$ cat src/design/enumerated_value_index_map_top_assert.svh
// Assertion macros shared by the block's modules.
`ifndef ENUMERATED_VALUE_INDEX_MAP_TOP_ASSERT_SVH
`define ENUMERATED_VALUE_INDEX_MAP_TOP_ASSERT_SVH

// Same-cycle implication, checked outside reset.
`define EVIM_ASSERT_IMP(name, clk, rst_n, ante, cons, msg) \
    name: assert property (@(posedge clk) disable iff (!rst_n) (ante) |-> (cons)) \
        else $error(msg);

// Next-cycle implication, checked outside reset.
`define EVIM_ASSERT_NXT(name, clk, rst_n, ante, cons, msg) \
    name: assert property (@(posedge clk) disable iff (!rst_n) (ante) |=> (cons)) \
        else $error(msg);

`endif

$ cat src/design/evim_pkg.sv
package evim_pkg;

    localparam int MAX_ENTRIES_DEF = 64;
    localparam int LEN_LIMIT       = 4;
    localparam int VAL_W           = 32;
    localparam int IDX_W           = 6;
    localparam int VB_W            = 4;
    localparam int ST_W            = 3;
    localparam int IN_TDATA_W      = 48;
    localparam int OUT_TDATA_W     = 48;

    typedef enum logic [1:0] {
        ACT_CLEAR  = 2'd0,
        ACT_INSERT = 2'd1,
        ACT_LOOKUP = 2'd2,
        ACT_INDEX  = 2'd3
    } t_action;

    typedef enum logic [ST_W-1:0] {
        ST_OK       = 3'd0,
        ST_TOO_LONG = 3'd1,
        ST_ABSENT   = 3'd2,
        ST_RANGE    = 3'd3,
        ST_FULL     = 3'd4
    } t_status;

    typedef enum logic [2:0] {
        S_IDLE,
        S_DISPATCH,
        S_INS_RD,
        S_INS_CMP,
        S_LK_RD,
        S_LK_CMP,
        S_EMIT
    } t_state;

    typedef enum logic [1:0] {
        RD_PTR,
        RD_PTR_M1,
        RD_INDEX
    } t_rd_src;

    typedef struct packed {
        t_action            action;
        logic signed [31:0] item_value;
        logic [IDX_W-1:0]   item_index;
        logic [VB_W-1:0]    value_bytes;
    } t_item;

    typedef struct packed {
        logic    load;
        logic    clr_count;
        logic    inc_count;
        logic    ptr_top;
        logic    ptr_zero;
        logic    ptr_dec;
        logic    ptr_inc;
        logic    rd_en;
        t_rd_src rd_src;
        logic    wr_en;
        logic    wr_shift;
        logic    set_st;
        t_status st;
        logic    emit;
    } t_cmd;

    typedef struct packed {
        t_action action;
        logic    too_long;
        logic    full;
        logic    idx_ok;
        logic    cnt_zero;
        logic    ptr_is_zero;
        logic    ptr_last;
        logic    gt;
        logic    lt;
        logic    eq;
        logic    out_free;
    } t_sts;

endpackage

$ cat src/design/evim_ctrl.sv
module evim_ctrl (
    input  logic            i_clk,
    input  logic            i_rst_n,
    input  logic            i_in_valid,
    output logic            o_in_ready,
    input  evim_pkg::t_sts  i_sts,
    output evim_pkg::t_cmd  o_cmd
);

    `include "enumerated_value_index_map_top_assert.svh"

    evim_pkg::t_state r_state;
    evim_pkg::t_state n_state;

    always_ff @(posedge i_clk) begin
        if (!i_rst_n) begin
            r_state <= evim_pkg::S_IDLE;
        end else begin
            r_state <= n_state;
        end
    end

    always_comb begin
        n_state = r_state;
        case (r_state)
            evim_pkg::S_IDLE: begin
                if (i_in_valid) n_state = evim_pkg::S_DISPATCH;
            end
            evim_pkg::S_DISPATCH: begin
                case (i_sts.action)
                    evim_pkg::ACT_INSERT: begin
                        n_state = i_sts.full ? evim_pkg::S_EMIT : evim_pkg::S_INS_RD;
                    end
                    evim_pkg::ACT_LOOKUP: begin
                        if (i_sts.too_long || i_sts.cnt_zero) begin
                            n_state = evim_pkg::S_EMIT;
                        end else begin
                            n_state = evim_pkg::S_LK_RD;
                        end
                    end
                    default: n_state = evim_pkg::S_EMIT;
                endcase
            end
            evim_pkg::S_INS_RD: begin
                n_state = i_sts.ptr_is_zero ? evim_pkg::S_EMIT : evim_pkg::S_INS_CMP;
            end
            evim_pkg::S_INS_CMP: begin
                n_state = i_sts.gt ? evim_pkg::S_INS_RD : evim_pkg::S_EMIT;
            end
            evim_pkg::S_LK_RD: begin
                n_state = evim_pkg::S_LK_CMP;
            end
            evim_pkg::S_LK_CMP: begin
                if (i_sts.lt && !i_sts.ptr_last) begin
                    n_state = evim_pkg::S_LK_RD;
                end else begin
                    n_state = evim_pkg::S_EMIT;
                end
            end
            evim_pkg::S_EMIT: begin
                if (i_sts.out_free) n_state = evim_pkg::S_IDLE;
            end
            default: n_state = evim_pkg::S_IDLE;
        endcase
    end

    always_comb begin
        o_cmd        = '0;
        o_cmd.rd_src = evim_pkg::RD_PTR;
        o_cmd.st     = evim_pkg::ST_OK;
        o_in_ready   = 1'b0;
        case (r_state)
            evim_pkg::S_IDLE: begin
                o_in_ready = 1'b1;
                o_cmd.load = i_in_valid;
            end
            evim_pkg::S_DISPATCH: begin
                o_cmd.set_st = 1'b1;
                case (i_sts.action)
                    evim_pkg::ACT_CLEAR: begin
                        o_cmd.clr_count = 1'b1;
                    end
                    evim_pkg::ACT_INSERT: begin
                        if (i_sts.full) begin
                            o_cmd.st = evim_pkg::ST_FULL;
                        end else begin
                            o_cmd.ptr_top = 1'b1;
                        end
                    end
                    evim_pkg::ACT_LOOKUP: begin
                        if (i_sts.too_long) begin
                            o_cmd.st = evim_pkg::ST_TOO_LONG;
                        end else if (i_sts.cnt_zero) begin
                            o_cmd.st = evim_pkg::ST_ABSENT;
                        end else begin
                            o_cmd.ptr_zero = 1'b1;
                        end
                    end
                    evim_pkg::ACT_INDEX: begin
                        // Read now; data is registered by the time the result goes out.
                        if (i_sts.idx_ok) begin
                            o_cmd.rd_en  = 1'b1;
                            o_cmd.rd_src = evim_pkg::RD_INDEX;
                        end else begin
                            o_cmd.st = evim_pkg::ST_RANGE;
                        end
                    end
                    default: o_cmd.set_st = 1'b1;
                endcase
            end
            evim_pkg::S_INS_RD: begin
                if (i_sts.ptr_is_zero) begin
                    o_cmd.wr_en     = 1'b1;
                    o_cmd.inc_count = 1'b1;
                    o_cmd.set_st    = 1'b1;
                end else begin
                    o_cmd.rd_en  = 1'b1;
                    o_cmd.rd_src = evim_pkg::RD_PTR_M1;
                end
            end
            evim_pkg::S_INS_CMP: begin
                o_cmd.wr_en = 1'b1;
                if (i_sts.gt) begin
                    // Move the greater entry up one slot and keep walking down.
                    o_cmd.wr_shift = 1'b1;
                    o_cmd.ptr_dec  = 1'b1;
                end else begin
                    o_cmd.inc_count = 1'b1;
                    o_cmd.set_st    = 1'b1;
                end
            end
            evim_pkg::S_LK_RD: begin
                o_cmd.rd_en  = 1'b1;
                o_cmd.rd_src = evim_pkg::RD_PTR;
            end
            evim_pkg::S_LK_CMP: begin
                if (i_sts.lt && !i_sts.ptr_last) begin
                    o_cmd.ptr_inc = 1'b1;
                end else begin
                    o_cmd.set_st = 1'b1;
                    o_cmd.st     = (!i_sts.lt && i_sts.eq) ? evim_pkg::ST_OK
                                                          : evim_pkg::ST_ABSENT;
                end
            end
            evim_pkg::S_EMIT: begin
                o_cmd.emit = i_sts.out_free;
            end
            default: o_in_ready = 1'b0;
        endcase
    end

    `EVIM_ASSERT_IMP(a_wr_only_insert, i_clk, i_rst_n, o_cmd.wr_en,
        (r_state == evim_pkg::S_INS_RD) || (r_state == evim_pkg::S_INS_CMP),
        "table write outside insert walk")
    `EVIM_ASSERT_IMP(a_emit_when_free, i_clk, i_rst_n, o_cmd.emit,
        (r_state == evim_pkg::S_EMIT) && i_sts.out_free,
        "result loaded while output register busy")
    `EVIM_ASSERT_NXT(a_accept_dispatch, i_clk, i_rst_n, o_in_ready && i_in_valid,
        r_state == evim_pkg::S_DISPATCH,
        "accepted item not dispatched")

endmodule

$ cat src/design/evim_dp.sv
module evim_dp #(
    parameter int MAX_ENTRIES = evim_pkg::MAX_ENTRIES_DEF
) (
    input  logic                         i_clk,
    input  logic                         i_rst_n,
    input  evim_pkg::t_item              i_item,
    input  evim_pkg::t_cmd               i_cmd,
    output evim_pkg::t_sts               o_sts,
    input  logic                         i_out_ready,
    output logic                         o_out_valid,
    output logic [evim_pkg::IDX_W-1:0]   o_found_index,
    output logic signed [31:0]           o_found_value,
    output evim_pkg::t_status            o_status
);

    `include "enumerated_value_index_map_top_assert.svh"

    localparam int AW = (MAX_ENTRIES > 1) ? $clog2(MAX_ENTRIES) : 1;
    localparam int CW = $clog2(MAX_ENTRIES + 1);
    localparam int EW = CW + evim_pkg::IDX_W;

    evim_pkg::t_item     r_item;
    logic [CW-1:0]       r_count;
    logic [CW-1:0]       n_count;
    logic [CW-1:0]       r_ptr;
    logic [CW-1:0]       n_ptr;
    evim_pkg::t_status   r_res_st;
    logic signed [31:0]  r_mem [MAX_ENTRIES];
    logic signed [31:0]  r_rd_data;
    logic                r_out_valid;
    logic [evim_pkg::IDX_W-1:0] r_found_index;
    logic signed [31:0]  r_found_value;
    evim_pkg::t_status   r_status;

    logic [CW-1:0]       ptr_m1;
    logic [AW-1:0]       rd_addr;
    logic [AW-1:0]       wr_addr;
    logic signed [31:0]  wr_data;
    logic [EW-1:0]       index_ext;
    logic [EW-1:0]       count_ext;
    logic [EW-1:0]       ptr_ext;
    logic [CW:0]         ptr_p1;
    logic                res_ok;

    assign ptr_m1    = r_ptr - CW'(1);
    assign index_ext = EW'(r_item.item_index);
    assign count_ext = EW'(r_count);
    assign ptr_ext   = EW'(r_ptr);
    assign ptr_p1    = (CW + 1)'(r_ptr) + (CW + 1)'(1);

    always_comb begin
        case (i_cmd.rd_src)
            evim_pkg::RD_PTR_M1: rd_addr = ptr_m1[AW-1:0];
            evim_pkg::RD_INDEX:  rd_addr = index_ext[AW-1:0];
            default:             rd_addr = r_ptr[AW-1:0];
        endcase
    end

    assign wr_addr = r_ptr[AW-1:0];
    assign wr_data = i_cmd.wr_shift ? r_rd_data : r_item.item_value;

    always_ff @(posedge i_clk) begin
        if (i_cmd.wr_en) r_mem[wr_addr] <= wr_data;
        if (i_cmd.rd_en) r_rd_data <= r_mem[rd_addr];
    end

    always_comb begin
        n_count = r_count;
        if (i_cmd.clr_count) begin
            n_count = '0;
        end else if (i_cmd.inc_count) begin
            n_count = r_count + CW'(1);
        end
    end

    always_comb begin
        n_ptr = r_ptr;
        if (i_cmd.ptr_top) begin
            n_ptr = r_count;
        end else if (i_cmd.ptr_zero) begin
            n_ptr = '0;
        end else if (i_cmd.ptr_dec) begin
            n_ptr = ptr_m1;
        end else if (i_cmd.ptr_inc) begin
            n_ptr = ptr_p1[CW-1:0];
        end
    end

    always_ff @(posedge i_clk) begin
        if (!i_rst_n) begin
            r_count     <= '0;
            r_out_valid <= 1'b0;
        end else begin
            r_count <= n_count;
            if (i_cmd.emit) begin
                r_out_valid <= 1'b1;
            end else if (i_out_ready) begin
                r_out_valid <= 1'b0;
            end
        end
    end

    assign res_ok = (r_res_st == evim_pkg::ST_OK);

    always_ff @(posedge i_clk) begin
        r_ptr <= n_ptr;
        if (i_cmd.load) r_item <= i_item;
        if (i_cmd.set_st) r_res_st <= i_cmd.st;
        if (i_cmd.emit) begin
            r_status      <= r_res_st;
            r_found_index <= (res_ok && r_item.action == evim_pkg::ACT_LOOKUP)
                             ? ptr_ext[evim_pkg::IDX_W-1:0] : '0;
            r_found_value <= (res_ok && r_item.action == evim_pkg::ACT_INDEX)
                             ? r_rd_data : '0;
        end
    end

    always_comb begin
        o_sts.action      = r_item.action;
        o_sts.too_long    = r_item.value_bytes > evim_pkg::VB_W'(evim_pkg::LEN_LIMIT);
        o_sts.full        = r_count >= CW'(MAX_ENTRIES);
        o_sts.idx_ok      = index_ext < count_ext;
        o_sts.cnt_zero    = r_count == '0;
        o_sts.ptr_is_zero = r_ptr == '0;
        o_sts.ptr_last    = ptr_p1 >= (CW + 1)'(r_count);
        o_sts.gt          = r_rd_data > r_item.item_value;
        o_sts.lt          = r_rd_data < r_item.item_value;
        o_sts.eq          = r_rd_data == r_item.item_value;
        o_sts.out_free    = !r_out_valid || i_out_ready;
    end

    assign o_out_valid   = r_out_valid;
    assign o_found_index = r_found_index;
    assign o_found_value = r_found_value;
    assign o_status      = r_status;

    `EVIM_ASSERT_IMP(a_count_bound, i_clk, i_rst_n, 1'b1,
        r_count <= CW'(MAX_ENTRIES), "entry count beyond table size")
    `EVIM_ASSERT_NXT(a_emit_valid, i_clk, i_rst_n, i_cmd.emit,
        r_out_valid, "loaded result not presented")
    `EVIM_ASSERT_IMP(a_err_zero, i_clk, i_rst_n,
        r_out_valid && (r_status != evim_pkg::ST_OK),
        (r_found_index == '0) && (r_found_value == '0),
        "error result carries nonzero payload")

endmodule

$ cat src/design/enumerated_value_index_map_top.sv
// Enumerated value / position map.
// Input stream (s_axis): one item per operation; tdata carries action, item_value,
// item_index and value_bytes. Output stream (m_axis): exactly one result per item;
// tdata carries found_index, found_value and status.
// Operations: clear the table, insert a value in ascending signed order (equal
// values go after existing ones), value to index (position of first equal
// entry), index to value.
// Flow: one item is worked at a time. Clear, index-to-value and any early
// error go straight to the result. Insert walks down from the top entry past
// every entry greater than the value; value-to-index walks up from entry zero
// to the stop position. Each step of those walks is one read of the table
// memory and one compare against its registered read data. The next item is
// accepted in the cycle after its result is loaded.
// The result sits in an output register: a new item is accepted while it waits,
// and a stalled receiver only holds the next result back from going out.
// Reset empties the table (entry count to zero) and drops any pending result;
// table contents are not cleared and are never read before being written.
module enumerated_value_index_map_top #(
    parameter int MAX_ENTRIES = evim_pkg::MAX_ENTRIES_DEF
) (
    input  logic                                i_clk,
    input  logic                                i_rst_n,
    input  logic                                i_s_axis_tvalid,
    output logic                                o_s_axis_tready,
    // [1:0] action, [33:2] item_value, [39:34] item_index, [43:40] value_bytes
    input  logic [evim_pkg::IN_TDATA_W-1:0]     i_s_axis_tdata,
    output logic                                o_m_axis_tvalid,
    input  logic                                i_m_axis_tready,
    // [5:0] found_index, [37:6] found_value, [40:38] status
    output logic [evim_pkg::OUT_TDATA_W-1:0]    o_m_axis_tdata
);

    evim_pkg::t_item   in_item;
    evim_pkg::t_cmd    cmd;
    evim_pkg::t_sts    sts;
    logic [evim_pkg::IDX_W-1:0] found_index;
    logic signed [31:0] found_value;
    evim_pkg::t_status status;

    assign in_item.action      = evim_pkg::t_action'(i_s_axis_tdata[1:0]);
    assign in_item.item_value  = i_s_axis_tdata[33:2];
    assign in_item.item_index  = i_s_axis_tdata[39:34];
    assign in_item.value_bytes = i_s_axis_tdata[43:40];

    evim_ctrl u_ctrl (
        .i_clk      (i_clk),
        .i_rst_n    (i_rst_n),
        .i_in_valid (i_s_axis_tvalid),
        .o_in_ready (o_s_axis_tready),
        .i_sts      (sts),
        .o_cmd      (cmd)
    );

    evim_dp #(
        .MAX_ENTRIES (MAX_ENTRIES)
    ) u_dp (
        .i_clk         (i_clk),
        .i_rst_n       (i_rst_n),
        .i_item        (in_item),
        .i_cmd         (cmd),
        .o_sts         (sts),
        .i_out_ready   (i_m_axis_tready),
        .o_out_valid   (o_m_axis_tvalid),
        .o_found_index (found_index),
        .o_found_value (found_value),
        .o_status      (status)
    );

    assign o_m_axis_tdata = {7'b0, status, found_value, found_index};

endmodule
$ cat config.mk
export PLATFORM = sky130hd
export DESIGN_NAME = enumerated_value_index_map_top
export DESIGN_NICKNAME = d
export VERILOG_FILES = /design/src/design/evim_pkg.sv /design/src/design/evim_ctrl.sv /design/src/design/evim_dp.sv /design/src/design/enumerated_value_index_map_top.sv
export VERILOG_INCLUDE_DIRS = /design/src /design/src/design
export SDC_FILE = /design/constraint.sdc
export NUM_CORES = 2
export LEC_CHECK = 0
export BUFFER_PORTS_ARGS = -buffer_cell sky130_fd_sc_hd__buf_4
export CAP_MARGIN = 25
export CORE_MARGIN = 2
export CORE_UTILIZATION = 55
export CTS_CLUSTER_DIAMETER = 60
export DETAILED_ROUTE_END_ITERATION = 10
export PLACE_DENSITY = 0.83
export SYNTH_ARGS = -nofsm -noshare
export SYNTH_HDL_FRONTEND = slang
export SYNTH_SLANG_ARGS = --single-unit
$ cat constraint.sdc
create_clock -name i_clk -period 11.7 [get_ports i_clk]
set_input_delay 2.34 -clock i_clk [delete_from_list [all_inputs] [get_ports i_clk]]
set_output_delay 2.34 -clock i_clk [all_outputs]
set_load 0.005 [all_outputs]
* Yosys cells after proc, flatten, opt, wreduce, memory -nomap -nowiden
Memory sizes are Yosys's and may differ from the RTL's. A register that Yosys moved wholly into a read port is not among the register bits.
Index checks and enable logic that the tools add are counted.
** Cells by class
- Reduce and logical (&&, ||, !) cells :: 18
- Order comparisons :: 6
- Mux-type cells :: 51
- Eq/ne operators :: 14
- Bitwise logic cells :: 1
- $add $sub $neg :: 3
** Operators with widths (count)
- $eq 32x32->1 :: 1
- $gt 32x32->1 :: 1
- $lt 32x32->1 :: 1
- $mux 32 :: 1
- $mux 3 :: 10
- $mux 7 :: 4
- $pmux 3 s7 :: 1
- $mux 1 :: 20
- $pmux 3 s3 :: 2
- $logic_not 7->1 :: 2
- $mux 2 :: 6
- $pmux 3 s2 :: 2
- $pmux 6 s2 :: 1
- $eq 3x3->1 const B :: 3
- $add 7x1->8 const B :: 1
- $ge 8x7->1 :: 1
- $add 7x1->7 const B :: 1
- $ge 7x7->1 const B :: 1
- $lt 6x7->1 :: 1
- $sub 7x1->7 const B :: 1
- $eq 2x2->1 const B :: 3
- $eq 3x2->1 const B :: 2
- $logic_not 3->1 :: 2
- $eq 2x1->1 const B :: 2
- other kinds (16) :: 23
** Storage, ports and cells
- Bits in registers :: 106
- Input bits :: 52
- RAM bits :: 2048
- Memories kept :: 1
** Memory list
- u_dp.r_mem :: depth 64, width 32, read ports 1, clocked after memory_dff 1, write ports 1, line evim_dp.sv:28 : logic signed [31:0] r_mem [MAX_ENTRIES];

* Depth between registers and ports, before layout
- Depth in word-level cells :: 10
- Mapped depth :: 20
- Depth with buffers taken out :: 17

* Hierarchy
A second synthesis with hierarchy kept.
** Second synthesis, totals
- Cells, all modules :: 5874
- Area total of the unflattened synthesis :: 87408.8 um^2
** Modules (own cells, without submodules)
- evim_dp :: times used 1, area an instance 86885.8 um^2, cells an instance 5801, seq. area each 65472.8 um^2
- evim_ctrl :: times used 1, area an instance 466.7 um^2, cells an instance 65, seq. area each 60.1 um^2
- enumerated_value_index_map_top :: times used 1, area an instance 56.3 um^2, cells an instance 8, seq. area each 0.0 um^2

* Worst setup path before layout
No wires, ideal clock.
- Path type :: flip-flop to flip-flop
- From :: register u_dp.r_rd_data[12], read port of u_dp.r_mem
- To :: memory u_dp.r_mem[0][31], data pin
- Path buffers :: 2
- Cell stages (with the launch flop) :: 10
- Clock period less this slack :: 5.619 ns
- Data required time :: 10.998 ns
- Setup slack :: 6.081 ns
- Arrival time :: 4.917 ns
- Cell sequence :: edfxtp_1 -> ha_1 -> o2111a_1 -> a2111oi_2 -> o211ai_2 -> o311ai_1 -> nor2_2 -> buf_4 -> buf_4 -> o21ai_0
** On the way
- Cells in the longest elaborated chain, start to end :: 4
** RTL lines
- start: declaration :: line evim_dp.sv:29 : logic signed [31:0] r_rd_data;
- $gt 32x32->1 :: line evim_dp.sv:126 : o_sts.gt = r_rd_data > r_item.item_value;
- $mux 1 :: line evim_ctrl.sv:123 : if (i_sts.gt) begin
- $mux 1 :: line evim_ctrl.sv:72 : case (r_state)
- $mux 32 :: line evim_dp.sv:60 : assign wr_data = i_cmd.wr_shift ? r_rd_data : r_item.item_value;
- net u_dp.wr_data[31] :: line evim_dp.sv:38 : logic signed [31:0] wr_data;
- end: declaration :: line evim_dp.sv:28
The timed path passes the listed nets, and every way through them passes these cells.

* Worst setup path after layout
- From :: register u_dp.r_count[1]
- To :: register u_dp.r_rd_data[18], read port of u_dp.r_mem, data pin
** On the way
- Cells in the longest elaborated chain, start to end :: 6
- Elaborated cells on any way between the ends :: 7
- Classes of those cells :: order compare: 1; eq/ne: 2; mux: 4
** RTL lines
- start: declaration :: line evim_dp.sv:23 : logic [CW-1:0] r_count;
- start signal: assignment :: line evim_dp.sv:94 : r_count <= n_count;
- $lt 6x7->1 (*) :: line evim_dp.sv:122 : o_sts.idx_ok = index_ext < count_ext;
- $mux 3 (*) :: line evim_ctrl.sv:101 : if (i_sts.idx_ok) begin
- $mux 3 (*) :: line evim_ctrl.sv:79 : case (i_sts.action)
- $pmux 3 s3 (*) :: line evim_ctrl.sv:72
- $eq 2x2->1 or $eq 2x1->1 (tied branches) :: line evim_dp.sv:52 : case (i_cmd.rd_src)
- $pmux 6 s2 :: line evim_dp.sv:52
Mark *: on every way between the ends. The rest lies on a longest branch, timed or not.
A chain may end at the register's enable or synchronous reset.

==> summary.md <==
| Metric | Value |
|---|---|
| CTS hold repair buffers | `0` |
| I/O Buffers | `90` |
| Final Hold Fails | `0` |
| Worst setup EP type | `flip-flop` |
| Cells after DPL | `5980` |
| Critical Path AT | `7.72 ns` |
| Site Rows | `145` |
| Die area | `160000 um2` |
| Gr ovfl total | `0` |
| Cell Chain, Critical Path | `inv_1, ha_1, a21o_1, a21o_1, a21o_1, a211o_1, o211ai_1, nand3_1, ha_1, a221oi_1, a21o_4, buf_4, buf_4, mux4_2, mux2i_1, mux2i_1, mux2i_1, mux2i_1` |
| Die width | `400 um` |
| Max clock buf depth | `3` |
| Synth Instances | `3891` |
| Vias in the first global route | `42700` |
| Via density | `6.72` |
| Die height | `400 um` |
| Final Cycle Share | `0.614` |
| Worst vdd ir | `0.000232 V` |
| Remaining antenna violation count | `0` |
| Yosys cell types | `66` |
| First-pass GRT wire length | `305000 um` |
| Seq/Total Area, Yosys | `0.762` |
| DR iter-0 viols | `6655` |
| Worst-Skew Late Latency | `0.83 ns` |
| EDFF count, synth | `2175` |
| Post-route DRC | `0` |
| Finished Layout Cells | `6335` |
| Initial core utilization | `0.552` |
| Area leader, netlist | `edfxtp_1` |
| Minimum clock period | `7.18 ns` |
| H-tree Lvls | `4` |
| Slowest CP cell | `buf_4` |
| PwrDens | `214 nW/um2` |
| Slew margin rel. | `0.236` |
| Fraction of layout cells with a size suffix above 1 | `0.264` |
| CTS tree | `yes` |
| Max-cap violations | `0` |
| Kind of critical path | `flip-flop to flip-flop` |
| Total number of vias | `42500` |
| Pre-antenna DRT Iters | `9` |
| Final nets | `4225` |
| Syn. warnings | `0` |
| Actual slew at the worst max-slew pin | `1.14 ns` |
| Drt total wl | `217000 um` |
| Most used DFF post-synth | `edfxtp_1` |
| Run status | `complete, no violations` |
| Initial antenna violation count | `4` |
| Synth-to-layout area growth | `12.3%` |
| Synth async-reset ratio | `0` |
| Clk_skew | `0.0295 ns` |
| Largest net degree at the start of global routing | `149` |
| Leak Pwr | `31.6 nW` |
| Fillers | `9658` |
| Area share of the largest cell type after synthesis | `0.759` |
| Crit-path max FO | `43` |
| Num CTS Buffers | `191` |
| Overall routing resource usage | `0.273` |
| Placer congestion estimate | `0.901` |
| Setup TNS Final | `0 ns` |
| Drt wl/cell | `34.2 um` |
| CP required | `12.24 ns` |
| Worst-path clk slew | `0.07 ns` |
| Synthesized area | `86100 um2` |
| Post-DP HPWL | `110000 um` |
| Cell with the most instances on the worst path | `mux2i_1` |
| Ports | `102` |
| Final slew viol count | `0` |
| Synthesized area per cell | `22.1 um2` |
| # setup viols final | `0` |
| Unrepaired setup endpoints after global routing | `false` |
| #FFs+latches synth | `2186` |
| CORE AREA | `156000 um2` |
| FMAX | `0.139 GHz` |
| Post-CTS Setup Repair Bufs | `0` |
| PostCTS Resize Cnt | `0` |
| Crit path launch type | `flip-flop` |
| CTS root buffer | `clkbuf_16` |
| Critical Path Max Stage Delay | `0.83 ns` |
| Clk sinks | `2186` |
| Synth area leaders | `edfxtp_1 (76%), mux4_2 (13%), mux2i_1 (5.7%)` |
| Worst Hold Class | `flip-flop to flip-flop` |
-- per-stage QoR --
stage / hold slack, ns / util / total power [W] / setup WS (ns) / instance area [um2]
after floorplan: 0.427 / - / 0.0128 / 6.08 / 86100
after global placement: 0.466 / 0.579 / 0.0141 / 4.73 / 90300
after detailed placement: 0.469 / 0.579 / 0.0143 / 4.62 / 90300
after CTS: 0.485 / 0.619 / 0.0207 / 4.50 / 96500
after global routing: 0.504 / 0.620 / 0.0212 / 4.11 / 96600
final: 0.489 / 0.620 / 0.0207 / 4.52 / 96600
-- where the power goes --
part | internal, W | switching, W
clock | 0.00359 | 0.00276
sequential | 0.00921 | 0.000103
combinational | 0.00195 | 0.00305
-- cells in the mapped netlist, types with 2 or more instances --
| master | number |
|---|---|
| a41o_1 | 2 |
| dfxtp_1 | 11 |
| or2_2 | 2 |
| nand4_2 | 2 |
| o311ai_1 | 2 |
| a21oi_1 | 19 |
| xor2_1 | 2 |
| nand3_1 | 22 |
| nor3_1 | 10 |
| or3_1 | 5 |
| ha_1 | 55 |
| buf_2 | 43 |
| or4_1 | 2 |
| nand4_1 | 7 |
| mux4_2 | 512 |
| o21ai_1 | 2 |
| clkbuf_1 | 73 |
| a211o_1 | 2 |
| a21oi_2 | 2 |
| o21a_1 | 4 |
| nor2b_1 | 10 |
| buf_1 | 16 |
| mux2_2 | 2 |
| a221oi_1 | 2 |
| a211oi_1 | 2 |
| edfxtp_1 | 2175 |
| mux2i_1 | 486 |
| o2111a_1 | 2 |
| a21o_1 | 7 |
| buf_4 | 65 |
| o21ai_0 | 45 |
| o31ai_1 | 3 |
| a21boi_0 | 3 |
| nand2b_1 | 6 |
| a22o_1 | 2 |
| and3_1 | 40 |
| and2_1 | 2 |
| nand2_1 | 62 |
| o211ai_1 | 5 |
| inv_1 | 56 |
| nor2_1 | 91 |
| a22oi_1 | 2 |
| xnor2_1 | 5 |
-- area by class of cell --
type                            count  area (um2)  area share
Clock inverter                    111        1140      0.0118
Timing Repair Buffer              225        1830      0.0190
Antenna cell                        4        10.0    0.000104
Tap cell                         2058        2570      0.0267
Sequential cell                  2186       65500       0.678
Inverter                           58         218     0.00225
Multi-Input combinational cell   1456       20200       0.209
Clock buffer                      237        5100      0.0528
-- worst max-delay path: cells and delay by family (launching register included) --
| family | cells | cell delay [ns] |
|---|---|---|
| AOI/OAI and AO/OA | 7 | 2.05 |
| muxes | 5 | 1.61 |
| buffers and inverters | 3 | 1.55 |
| adders and majority gates | 2 | 0.88 |
| DFF | 1 | 0.42 |
| and+or+nand+nor | 1 | 0.29 |
-- logic make-up after synthesis --
family | synth area share
and+or+nand+nor | 0.0150
other | 0.0000436
DFF | 0.762
buffers and inverters | 0.0146
muxes | 0.191
adders and majority gates | 0.00800
AOI/OAI and AO/OA | 0.00938
xor gates and xnor gates | 0.000712
-- cells in the final DEF (no fill, tap or decap), types with 23 or more instances in the layout --
cell type | netlist | layout
ha_1 | 55 | 55
mux4_2 | 512 | 512
mux2i_1 | 486 | 485
bufinv_16 | 0 | 23
o21ai_4 | 0 | 32
buf_4 | 65 | 213
nor2_4 | 0 | 63
clkbuf_16 | 0 | 198
nor2_1 | 91 | 29
clkinv_1 | 1 | 38
and3_1 | 40 | 40
clkbuf_1 | 73 | 39
inv_1 | 56 | 56
edfxtp_1 | 2175 | 2175
nand2_1 | 62 | 62
clkinv_2 | 0 | 35
-- state kept, by name, indices dropped and copies added, names as in the netlist --
name / cells
u_dp.r_mem: 2048
u_dp.r_item: 36
u_dp.o_found_value: 32
u_dp.r_rd_data: 32
u_dp.r_count: 7
u_dp.r_ptr: 7
u_dp.index_ext: 6
u_dp.o_found_index: 6
u_ctrl.r_state: 3
u_dp.o_status: 3
u_dp.r_res_st: 3
u_dp.o_sts: 2
u_dp.o_out_valid: 1
-- routing by layer --
metal,wire [um],track usage,part of all wire,up-vias
met5,135,0.00454,0.00062,-
met4,10600,0.123,0.049,6
met3,26600,0.0691,0.12,545
met2,105000,0.437,0.48,3292
met1,74500,0.356,0.34,22000
li1,-,-,-,16700
-- worst paths after layout --
path | from | endpoint | slack, ns | cells past startpoint
worst min register to register | u_dp.r_res_st[2]$_DFFE_PP_ | u_dp.o_status[2]$_DFFE_PP_ | 0.49 | 0
worst max register to register | u_dp.r_count[1]$_SDFFE_PP0P_ | u_dp.r_rd_data[18]$_DFFE_PP_ | 4.52 | 18
worst max-delay path | u_dp.r_count[1]$_SDFFE_PP0P_ | u_dp.r_rd_data[18]$_DFFE_PP_ | 4.52 | 18
worst min-delay path | u_dp.r_res_st[2]$_DFFE_PP_ | u_dp.o_status[2]$_DFFE_PP_ | 0.49 | 0
Note: power is estimated with default switching activity, not from simulation.
